## src/rtl/skss_pkg.sv

```systemverilog
package skss_pkg;

    localparam int CAPACITY = 32;
    localparam int KEY_BITS = 7;
    localparam int IDX_W    = $clog2(CAPACITY);
    localparam int CNT_W    = $clog2(CAPACITY + 1);

    localparam logic [1:0] MODE_ADD    = 2'd0;
    localparam logic [1:0] MODE_REMOVE = 2'd1;
    localparam logic [1:0] MODE_CLEAR  = 2'd2;
    localparam logic [1:0] MODE_EMIT   = 2'd3;

    localparam logic [1:0] STAT_OK        = 2'd0;
    localparam logic [1:0] STAT_NOT_FOUND = 2'd1;
    localparam logic [1:0] STAT_FULL      = 2'd2;
    localparam logic [1:0] STAT_EMPTY     = 2'd3;

endpackage

```

## src/rtl/sorted_key_set_store.sv

```systemverilog
// Sorted key store: keeps up to CAPACITY keys in ascending order in one
// single-port-read, single-port-write RAM.
// Input channel (i_in_valid / o_in_ready) carries a mode and a key; one item
// is in work at a time, and o_in_ready is high only while the block is idle.
// Output channel (o_out_valid / i_out_ready) carries key_out, status, last
// from an output register, so the next input can be taken while a result
// waits to be taken.
// Steps per item, from transfer in to the result loaded in the output register:
//   add    : walks down from the top entry, moving each key not below the new
//            key up by one, then writes the new key into the gap
//   remove : scans all entries upward, moving those after the match down by one
//   clear, add to a full store, remove or emit on an empty store : status only
//   emit   : keys from entry 0 upward, one key per cycle while the receiver
//            takes them
// The RAM read port walks one entry per cycle and its read data is registered.
// A stalled receiver holds the output register; emit then pauses on the
// current key and resumes when the transfer completes.
// Reset empties the store (count to zero) and drops any pending result; the
// RAM contents are not cleared and need no clearing pass.
module sorted_key_set_store
    import skss_pkg::*;
(
    input  logic                i_clk,
    input  logic                i_rst_n,
    input  logic                i_in_valid,
    output logic                o_in_ready,
    input  logic [1:0]          i_mode,
    input  logic [KEY_BITS-1:0] i_key,
    output logic                o_out_valid,
    input  logic                i_out_ready,
    output logic [KEY_BITS-1:0] o_key_out,
    output logic [1:0]          o_status,
    output logic                o_last
);

    typedef enum logic [2:0] {
        ST_IDLE,
        ST_ADD_WALK,
        ST_ADD_PUT,
        ST_RM_SCAN,
        ST_EMIT,
        ST_RESP
    } t_state;

    t_state              r_state, n_state;
    logic [CNT_W-1:0]    r_count, n_count;
    logic [IDX_W-1:0]    r_idx, n_idx;
    logic [KEY_BITS-1:0] r_key, n_key;
    logic                r_found, n_found;
    logic [1:0]          r_resp, n_resp;
    logic                r_out_valid, n_out_valid;
    logic [KEY_BITS-1:0] r_key_out, n_key_out;
    logic [1:0]          r_status, n_status;
    logic                r_last, n_last;

    logic                mem_we;
    logic [IDX_W-1:0]    mem_wr_addr;
    logic [KEY_BITS-1:0] mem_wr_data;
    logic [IDX_W-1:0]    mem_rd_addr;
    logic [KEY_BITS-1:0] mem_rd_data;

    logic             in_xfer;
    logic             out_free;
    logic [CNT_W-1:0] count_m1;
    logic             at_end;
    logic             hit;

    skss_ram #(
        .DEPTH (CAPACITY),
        .WIDTH (KEY_BITS)
    ) u_ram (
        .i_clk     (i_clk),
        .i_we      (mem_we),
        .i_wr_addr (mem_wr_addr),
        .i_wr_data (mem_wr_data),
        .i_rd_addr (mem_rd_addr),
        .o_rd_data (mem_rd_data)
    );

    assign o_in_ready  = (r_state == ST_IDLE);
    assign in_xfer     = i_in_valid && o_in_ready;
    assign out_free    = !r_out_valid || i_out_ready;
    assign count_m1    = r_count - CNT_W'(1);
    assign at_end      = ({{(CNT_W - IDX_W){1'b0}}, r_idx} == count_m1);
    assign hit         = (mem_rd_data == r_key);

    assign o_out_valid = r_out_valid;
    assign o_key_out   = r_key_out;
    assign o_status    = r_status;
    assign o_last      = r_last;

    always_comb begin
        n_state     = r_state;
        n_count     = r_count;
        n_idx       = r_idx;
        n_key       = r_key;
        n_found     = r_found;
        n_resp      = r_resp;
        n_out_valid = r_out_valid && !i_out_ready;
        n_key_out   = r_key_out;
        n_status    = r_status;
        n_last      = r_last;
        mem_we      = 1'b0;
        mem_wr_addr = r_idx;
        mem_wr_data = r_key;
        mem_rd_addr = r_idx;

        case (r_state)
            ST_IDLE: begin
                if (in_xfer) begin
                    n_key = i_key;
                    case (i_mode)
                        MODE_ADD: begin
                            n_idx = count_m1[IDX_W-1:0] + IDX_W'(1);
                            if (r_count == CNT_W'(CAPACITY)) begin
                                n_resp  = STAT_FULL;
                                n_state = ST_RESP;
                            end else if (r_count == '0) begin
                                n_idx   = '0;
                                n_state = ST_ADD_PUT;
                            end else begin
                                // fetch the top entry
                                mem_rd_addr = count_m1[IDX_W-1:0];
                                n_state     = ST_ADD_WALK;
                            end
                        end
                        MODE_REMOVE: begin
                            if (r_count == '0) begin
                                n_resp  = STAT_NOT_FOUND;
                                n_state = ST_RESP;
                            end else begin
                                mem_rd_addr = '0;
                                n_idx       = '0;
                                n_found     = 1'b0;
                                n_state     = ST_RM_SCAN;
                            end
                        end
                        MODE_CLEAR: begin
                            n_count = '0;
                            n_resp  = STAT_OK;
                            n_state = ST_RESP;
                        end
                        default: begin
                            if (r_count == '0) begin
                                n_resp  = STAT_EMPTY;
                                n_state = ST_RESP;
                            end else begin
                                mem_rd_addr = '0;
                                n_idx       = '0;
                                n_state     = ST_EMIT;
                            end
                        end
                    endcase
                end
            end
            ST_ADD_WALK: begin
                // read data holds entry r_idx-1
                mem_we      = 1'b1;
                mem_wr_addr = r_idx;
                if (mem_rd_data >= r_key) begin
                    mem_wr_data = mem_rd_data;
                    n_idx       = r_idx - IDX_W'(1);
                    if (r_idx == IDX_W'(1)) begin
                        n_state = ST_ADD_PUT;
                    end else begin
                        mem_rd_addr = r_idx - IDX_W'(2);
                    end
                end else begin
                    mem_wr_data = r_key;
                    n_count     = r_count + CNT_W'(1);
                    n_resp      = STAT_OK;
                    n_state     = ST_RESP;
                end
            end
            ST_ADD_PUT: begin
                mem_we      = 1'b1;
                mem_wr_addr = r_idx;
                mem_wr_data = r_key;
                n_count     = r_count + CNT_W'(1);
                n_resp      = STAT_OK;
                n_state     = ST_RESP;
            end
            ST_RM_SCAN: begin
                // read data holds entry r_idx; read ahead the next one
                mem_rd_addr = r_idx + IDX_W'(1);
                if (r_found) begin
                    // shift down over the removed entry
                    mem_we      = 1'b1;
                    mem_wr_addr = r_idx - IDX_W'(1);
                    mem_wr_data = mem_rd_data;
                end
                if (at_end) begin
                    if (r_found || hit) begin
                        n_count = count_m1;
                        n_resp  = STAT_OK;
                    end else begin
                        n_resp  = STAT_NOT_FOUND;
                    end
                    n_state = ST_RESP;
                end else begin
                    n_idx   = r_idx + IDX_W'(1);
                    n_found = r_found || hit;
                end
            end
            ST_EMIT: begin
                if (out_free) begin
                    n_out_valid = 1'b1;
                    n_key_out   = mem_rd_data;
                    n_status    = STAT_OK;
                    n_last      = at_end;
                    if (at_end) begin
                        n_state = ST_IDLE;
                    end else begin
                        n_idx       = r_idx + IDX_W'(1);
                        mem_rd_addr = r_idx + IDX_W'(1);
                    end
                end
            end
            ST_RESP: begin
                if (out_free) begin
                    n_out_valid = 1'b1;
                    n_key_out   = '0;
                    n_status    = r_resp;
                    n_last      = 1'b1;
                    n_state     = ST_IDLE;
                end
            end
            default: begin
                n_state = ST_IDLE;
            end
        endcase
    end

    always_ff @(posedge i_clk) begin
        if (!i_rst_n) begin
            r_state     <= ST_IDLE;
            r_count     <= '0;
            r_out_valid <= 1'b0;
        end else begin
            r_state     <= n_state;
            r_count     <= n_count;
            r_out_valid <= n_out_valid;
        end
        r_idx     <= n_idx;
        r_key     <= n_key;
        r_found   <= n_found;
        r_resp    <= n_resp;
        r_key_out <= n_key_out;
        r_status  <= n_status;
        r_last    <= n_last;
    end

    a_count_bound: assert property (@(posedge i_clk) disable iff (!i_rst_n)
        r_count <= CNT_W'(CAPACITY))
        else $error("key count above capacity");

    a_write_states: assert property (@(posedge i_clk) disable iff (!i_rst_n)
        mem_we |-> (r_state == ST_ADD_WALK || r_state == ST_ADD_PUT ||
                    r_state == ST_RM_SCAN))
        else $error("RAM write outside add or remove");

    a_emit_end: assert property (@(posedge i_clk) disable iff (!i_rst_n)
        (r_state == ST_EMIT && out_free && at_end) |=> (r_state == ST_IDLE && o_last))
        else $error("emit did not finish on last key");

    a_clear: assert property (@(posedge i_clk) disable iff (!i_rst_n)
        (in_xfer && i_mode == MODE_CLEAR) |=> (r_count == '0))
        else $error("clear did not empty the store");

    a_resp_last: assert property (@(posedge i_clk) disable iff (!i_rst_n)
        (r_state == ST_RESP && out_free) |=> (o_out_valid && o_last && o_key_out == '0))
        else $error("status result malformed");

endmodule

```

## src/rtl/skss_ram.sv

```systemverilog
module skss_ram #(
    parameter int DEPTH = 32,
    parameter int WIDTH = 7
) (
    input  logic                     i_clk,
    input  logic                     i_we,
    input  logic [$clog2(DEPTH)-1:0] i_wr_addr,
    input  logic [WIDTH-1:0]         i_wr_data,
    input  logic [$clog2(DEPTH)-1:0] i_rd_addr,
    output logic [WIDTH-1:0]         o_rd_data
);

    logic [WIDTH-1:0] r_mem [DEPTH];

    always_ff @(posedge i_clk) begin
        if (i_we) begin
            r_mem[i_wr_addr] <= i_wr_data;
        end
    end

    always_ff @(posedge i_clk) begin
        o_rd_data <= r_mem[i_rd_addr];
    end

endmodule

```

## config.mk

```make
export PLATFORM = sky130hd
export DESIGN_NAME = sorted_key_set_store
export DESIGN_NICKNAME = d
export VERILOG_FILES = /design/src/rtl/skss_pkg.sv /design/src/rtl/sorted_key_set_store.sv /design/src/rtl/skss_ram.sv
export SDC_FILE = /design/constraint.sdc
export NUM_CORES = 1
export LEC_CHECK = 0
export BUFFER_PORTS_ARGS = -buffer_cell sky130_fd_sc_hd__buf_2
export CORE_MARGIN = 2
export CORE_UTILIZATION = 58
export CTS_CLUSTER_DIAMETER = 40
export CTS_CLUSTER_SIZE = 40
export DETAILED_ROUTE_END_ITERATION = 8
export GPL_TIMING_DRIVEN = 0
export PLACE_DENSITY = 0.75
export REMOVE_ABC_BUFFERS = 1
export SLEW_MARGIN = 30
export SYNTH_ARGS = -nofsm -noshare
export SYNTH_HDL_FRONTEND = slang
export SYNTH_SLANG_ARGS = --single-unit
export TNS_END_PERCENT = 20
```

## constraint.sdc

```tcl
create_clock -name i_clk -period 4.9 [get_ports i_clk]
set_clock_uncertainty 0.05 [all_clocks]
set_input_delay 0.98 -clock i_clk [delete_from_list [all_inputs] [get_ports i_clk]]
set_output_delay 0.98 -clock i_clk [all_outputs]
set_load 0.01 [all_outputs]
```

### Word-level counts from Yosys, hierarchy flattened

Memories as Yosys holds them, arrays and structs flattened. A register that Yosys moved wholly into a read port is not among the register bits.
Index checks and enable logic that the tools add are counted.
W data, S select, Z words.

| word-level totals | value |
|---|---|
| register bits | 35 |
| bits in latches | 0 |
| memory bits (writable) | 224 |
| bits in read-only memories | 0 |
| bits of input ports | 13 |
| output and inout port bits | 12 |
| logic and storage cells | 137 |
| memories kept | 1 |

| cells by class | value |
|---|---|
| $add $sub $neg | 6 |
| multiply operators | 0 |
| divide/modulo/power cells | 0 |
| magnitude comparators | 1 |
| eq/ne operators | 28 |
| shift-type cells | 0 |
| mux-type cells | 69 |
| bitwise operators | 0 |
| reduce and logical (&&, ||, !) cells | 22 |

Memory list:

| memory | words | bits a word | read ports | clocked after memory_dff | wr ports | line | RTL |
|---|---|---|---|---|---|---|---|
| u_ram.r_mem | 32 | 7 | 1 | 1 | 1 | skss_ram.sv:13 | `logic [WIDTH-1:0] r_mem [DEPTH];` |

Operators by type and width:

| cell | count |
|---|---|
| $mux W5 | 14 |
| $pmux W5 S4 | 2 |
| $mux W6 | 5 |
| $mux W7 | 4 |
| $pmux W7 S2 | 2 |
| $mux W3 | 9 |
| $pmux W6 S4 | 1 |
| $ne A2 B2 Y1 const B | 10 |
| $pmux W5 S2 | 2 |
| $mux W2 | 9 |
| $pmux W3 S6 | 1 |
| $mux W1 | 13 |
| $reduce_and A6 Y1 | 2 |
| $add A5 B1 Y5 const B | 2 |
| $ne A3 B3 Y1 const B | 3 |
| $pmux W3 S3 | 1 |
| $pmux W2 S4 | 1 |
| $reduce_bool A4 Y1 | 2 |
| $eq A7 B7 Y1 | 1 |
| $ge A7 B7 Y1 | 1 |
| $reduce_and A7 Y1 | 1 |
| $add A6 B1 Y6 const B | 1 |
| $eq A3 B2 Y1 const B | 2 |
| $eq A3 B3 Y1 const B | 2 |
| 26 further kinds | 35 |

### Depth between registers and ports, before layout

| logic depth | value |
|---|---|
| depth in word-level cells | 7 |
| gate-level depth with buffers | 17 |
| depth with buffers taken out | 12 |

### By module

Synthesis repeated with hierarchy kept, for this count alone.

| unflattened totals | value |
|---|---|
| cells, all modules | 788 |
| area, all modules | 12239.2 µm² |

By module, submodules not included:

| module | instances | cells an instance | area each (µm²) | seq. area each (µm²) |
|---|---|---|---|---|
| skss_ram | 1 | 370 | 8833.5 | 6866.6 |
| sorted_key_set_store | 1 | 418 | 3405.8 | 950.9 |

### Worst setup path before layout

OpenSTA, ideal clock, no wires.

| timing | value |
|---|---|
| kind | register to register |
| start | reg r_count[0] |
| end | reg u_ram.o_rd_data[0] (read register of u_ram.r_mem) |
| library setup time | 0.088 ns |
| data arrival time | 3.464 ns |
| required time | 4.762 ns |
| setup slack | 1.299 ns |
| stages on the path, launching flop included | 18 |
| path buffers | 5 |
| clock period less this slack | 3.601 ns |
| cell sequence | dfxtp_1 clkbuf_1 inv_1 ha_1 clkbuf_1 xor2_1 nand3_1 nor4_4 and2_1 o21ai_0 or2_1 buf_4 buf_6 buf_8 mux2i_1 mux2i_1 o22ai_1 nor4_2 |

| on the way | value |
|---|---|
| cells in the longest elaborated chain, start to end | 6 |
| elaborated cells on any way between the ends | 12 |
| classes of those cells | add/sub (1); eq/ne (2); mux (8); reduce/logical (1) |

Ends and longest elaborated chain:

| what | line | RTL |
|---|---|---|
| start: declaration | sorted_key_set_store.sv:46 | `logic [CNT_W-1:0] r_count, n_count;` |
| start signal: assignment | sorted_key_set_store.sv:241 | `r_count <= n_count;` |
| $sub A6 B1 Y6 / $logic_not A6 Y1 (equally long branches) | n/a |  |
| $mux W5 | sorted_key_set_store.sv:118 | `end else if (r_count == '0) begin` |
| $mux W5 | sorted_key_set_store.sv:115 | `if (r_count == CNT_W'(CAPACITY)) begin` |
| $pmux W5 S2 | sorted_key_set_store.sv:112 | `case (i_mode)` |
| $mux W5 | sorted_key_set_store.sv:110 | `if (in_xfer) begin` |
| $pmux W5 S4 * | sorted_key_set_store.sv:108 | `case (r_state)` |
| end: declaration | skss_ram.sv:10 | `output logic [WIDTH-1:0] o_rd_data` |

Every way passes the cells marked *; elsewhere a longest branch is shown, timed or not.
A chain may end at the register's enable or synchronous reset.

### Final worst setup path

| timing | value |
|---|---|
| start | reg r_idx[1] |
| end | reg u_ram.o_rd_data[3] (read register of u_ram.r_mem) |

| on the way | value |
|---|---|
| cells in the longest elaborated chain, start to end | 5 |
| elaborated cells on any way between the ends | 14 |
| classes of those cells | add/sub (2); eq/ne (2); mux (10) |

Ends and longest elaborated chain:

| what | line | RTL |
|---|---|---|
| start: declaration | sorted_key_set_store.sv:47 | `logic [IDX_W-1:0] r_idx, n_idx;` |
| start signal: assignment | sorted_key_set_store.sv:244 | `r_idx <= n_idx;` |
| branches (longest 4 deep; another with $add A5 B1 Y5) | n/a |  |
| $pmux W5 S4 * | sorted_key_set_store.sv:108 |  |

Every way passes the cells marked *.

==> run metrics <==
Final Max Slew Viols 0; worst-path fanout max 24; H-tree lvl count 1; Top Ports 25; Post-CTS Setup Inserts 0; status finished, final reports clean; area grow syn2layout 13.6%; most common cell after layout, fill and taps aside edfxtp_1; Synth Flop Type edfxtp_1; Setup violations, final 0; Clk Latency, worst-skew pair 0.55 ns; max_slew headroom 0.333; CTS tree yes; crit path cell chain clkinv_1, ha_1, nand2b_1, a21oi_1, a21oi_1, a21oi_1, o211ai_1, a32oi_4, buf_16, nand2b_1, o22ai_1, nor4_2; final WL 28900 um; CTS Sinks between 200 and 300; post-layout min period roughly 4.7 ns; CTS clock-pin slew for the worst setup and hold paths about 0.060 ns; EDFF count, synth ~250; area leader, netlist edfxtp_1; Avg Cell Area, Syn 12.2 um2; hpwl dp around 19000 um; area taken by multi-input logic gates roughly 4500 um2; layout cells sized above 1 0.119; RSZ-0062 raised after global routing no; slowest CP cell edfxtp_1; row cnt 53; sequential cell area fraction in the yosys report 0.622; remaining antenna violation count 0; Async S/R FF share, synth 0; starting density of the core 0.594; Most common cell on crit path a21oi_1; global placer's final weighted congestion around 0.95; critical setup path kind flop to flop; total global routing overflow 0; CTS buffer count 30; Synth area leaders edfxtp_1 60%, mux2i_1 6.9%, nand2_1 4.3%, dfxtp_1 2.7%, a21oi_1 2.5%; MaxCap Viol Count 0; Yosys reg bits between 200 and 300; I/O Buffers 24; initial antenna violation count 0; Slew @ Worst Pin about 1 ns; share of the synthesized area in the top cell type 0.595; fin nets between 1000 and 1500; area of placed instances approximately 13000 um2; die area 22900 um2; vias after detailed routing ~8400; period utilisation layout 0.954; DRT iter0 DRCs roughly 760; FF/Latch Area approximately 8000 um2; Clock Tree Buf Depth 3; worst hold path type flop to flop; layout filler cell count 1479; vias in the first global route 8000; largest net degree at the start of global routing 41; Gate Count Post-Synth around 1000; CP peak stage delay 0.69 ns; Fmax 214 MHz; DR vias/cell approximately 6.3; setup TNS 0 ns; final hold slack approximately 0.47 ns; synthesized area about 13000 um2; Diodes inserted 0; commonest non-fill, non-tap cells in the layout 249 x edfxtp_1, 142 x nand2_1, 87 x mux2i_1; global-route wire length before repair 44000 um; Global Route Usage Sum 0.255; startpoint types flop; post-DR wirelength/cell roughly 22 um; Core Area around 21000 um2; # DRC 0; root buf cell clkbuf_16; Setup crit end kind flop; reg2reg path depth 12; Arrival @ worst endpoint between 5 and 6 ns; design area approximately 14000 um2; worst hold stages 1; Horiz. Die Dim roughly 150 um; Hold Fails Final Rpt 0; worst path required time 5.25 ns; die height about 150 um; Yosys cell types between 70 and 80; router iterations before antenna repair 5; Syn. warnings 0
==> worst max-delay path: cells and delay by family, from the launching register on <==
family,cells,cell delay [ns]
flip-flops,1,0.69
adder cells (fa/ha/maj),1,0.56
AO/OA/AOI/OAI,6,1.55
AND/OR/NAND/NOR,3,0.95
buffers and inverters,2,0.72
==> final timing paths <==
| check | from | end | slack, ns |
|---|---|---|---|
| worst max-delay path | r_idx[1] | u_ram.o_rd_data[3] | 0.23 |
| worst min-delay path | r_resp[0] | o_status[0] | 0.47 |
| worst max register to register | r_idx[1] | u_ram.o_rd_data[3] | 0.23 |
| worst min register to register | r_resp[0] | o_status[0] | 0.47 |
==> stage by stage <==
step	util	setup WS, ns	cells
floorplan	-	-0.822	966
global placement	0.601	-3.01	1265
detailed placement	0.621	-0.0485	1278
CTS	0.673	0.0125	1334
global route	0.675	0.0512	1336
finish	0.675	0.225	1336
==> sequential cells by signal (all words and copies together), names as in the netlist <==
signal           cells
u_ram.o_rd_data      7
r_found              1
u_ram.r_mem        224
r_count              6
r_key                7
r_resp               2
o_key_out            7
r_idx                5
o_last               1
o_status             2
r_state              3
o_out_valid          1
==> synthesized netlist by cell type, types with 2 or more instances <==
master / count
edfxtp_1: 249
nand2_1: 143
mux2i_1: 87
nor2_1: 75
a21oi_1: 62
o21ai_0: 41
clkbuf_1: 33
o22ai_1: 31
a32oi_1: 30
buf_2: 21
inv_1: 21
ha_1: 20
dfxtp_1: 17
and2_1: 15
nor3_1: 15
nand2b_1: 13
nand3_1: 13
xnor2_1: 13
xor2_1: 12
a211oi_1: 10
nor4_2: 7
o211ai_1: 7
a22oi_1: 6
or3_1: 6
a31oi_1: 5
nor2b_1: 5
a211o_1: 4
and3_1: 4
a2111oi_0: 3
a21boi_0: 3
buf_4: 3
clkinv_1: 3
o21a_1: 3
a221oi_1: 2
a41oi_1: 2
buf_1: 2
buf_6: 2
buf_8: 2
nand4_1: 2
o221ai_1: 2
o31a_1: 2
or2_1: 2
or4_1: 2
==> routing by layer <==
layer,up-vias,wire length [um],global-route usage
met2,365,14000,0.426
li1,3909,-,-
met1,4054,11700,0.335
met4,0,860,0.0925
met3,73,2390,0.0479
met5,-,0,0
==> cell families after synthesis <==
kind of cell	Yosys count	share of synthesized area
compound gates	224	0.117
xor+xnor	26	0.0192
buf+inv	88	0.0323
mux	88	0.0702
fa+ha+maj	20	0.0199
simple gates	317	0.120
flops	266	0.622
==> final cells by class <==
cell class	instances	area share
Clock buffer	34	0.0551
Clock inverter	21	0.0212
Inverter	25	0.00658
Multi-Input combinational cell	677	0.314
Sequential cell	266	0.548
Tap cell	275	0.0241
Timing Repair Buffer	38	0.0314
==> repair_timing <==
item,in CTS,in global routing
hold buffers,0,0
cloned,1,1
resized for setup,0,3
endpoints found under the hold margin,0,0
setup endpoints to repair,1,7
Power is left out: the tool's default activity adds up to more than one toggle a clock period on the data nets, which glitch-free logic cannot reach.
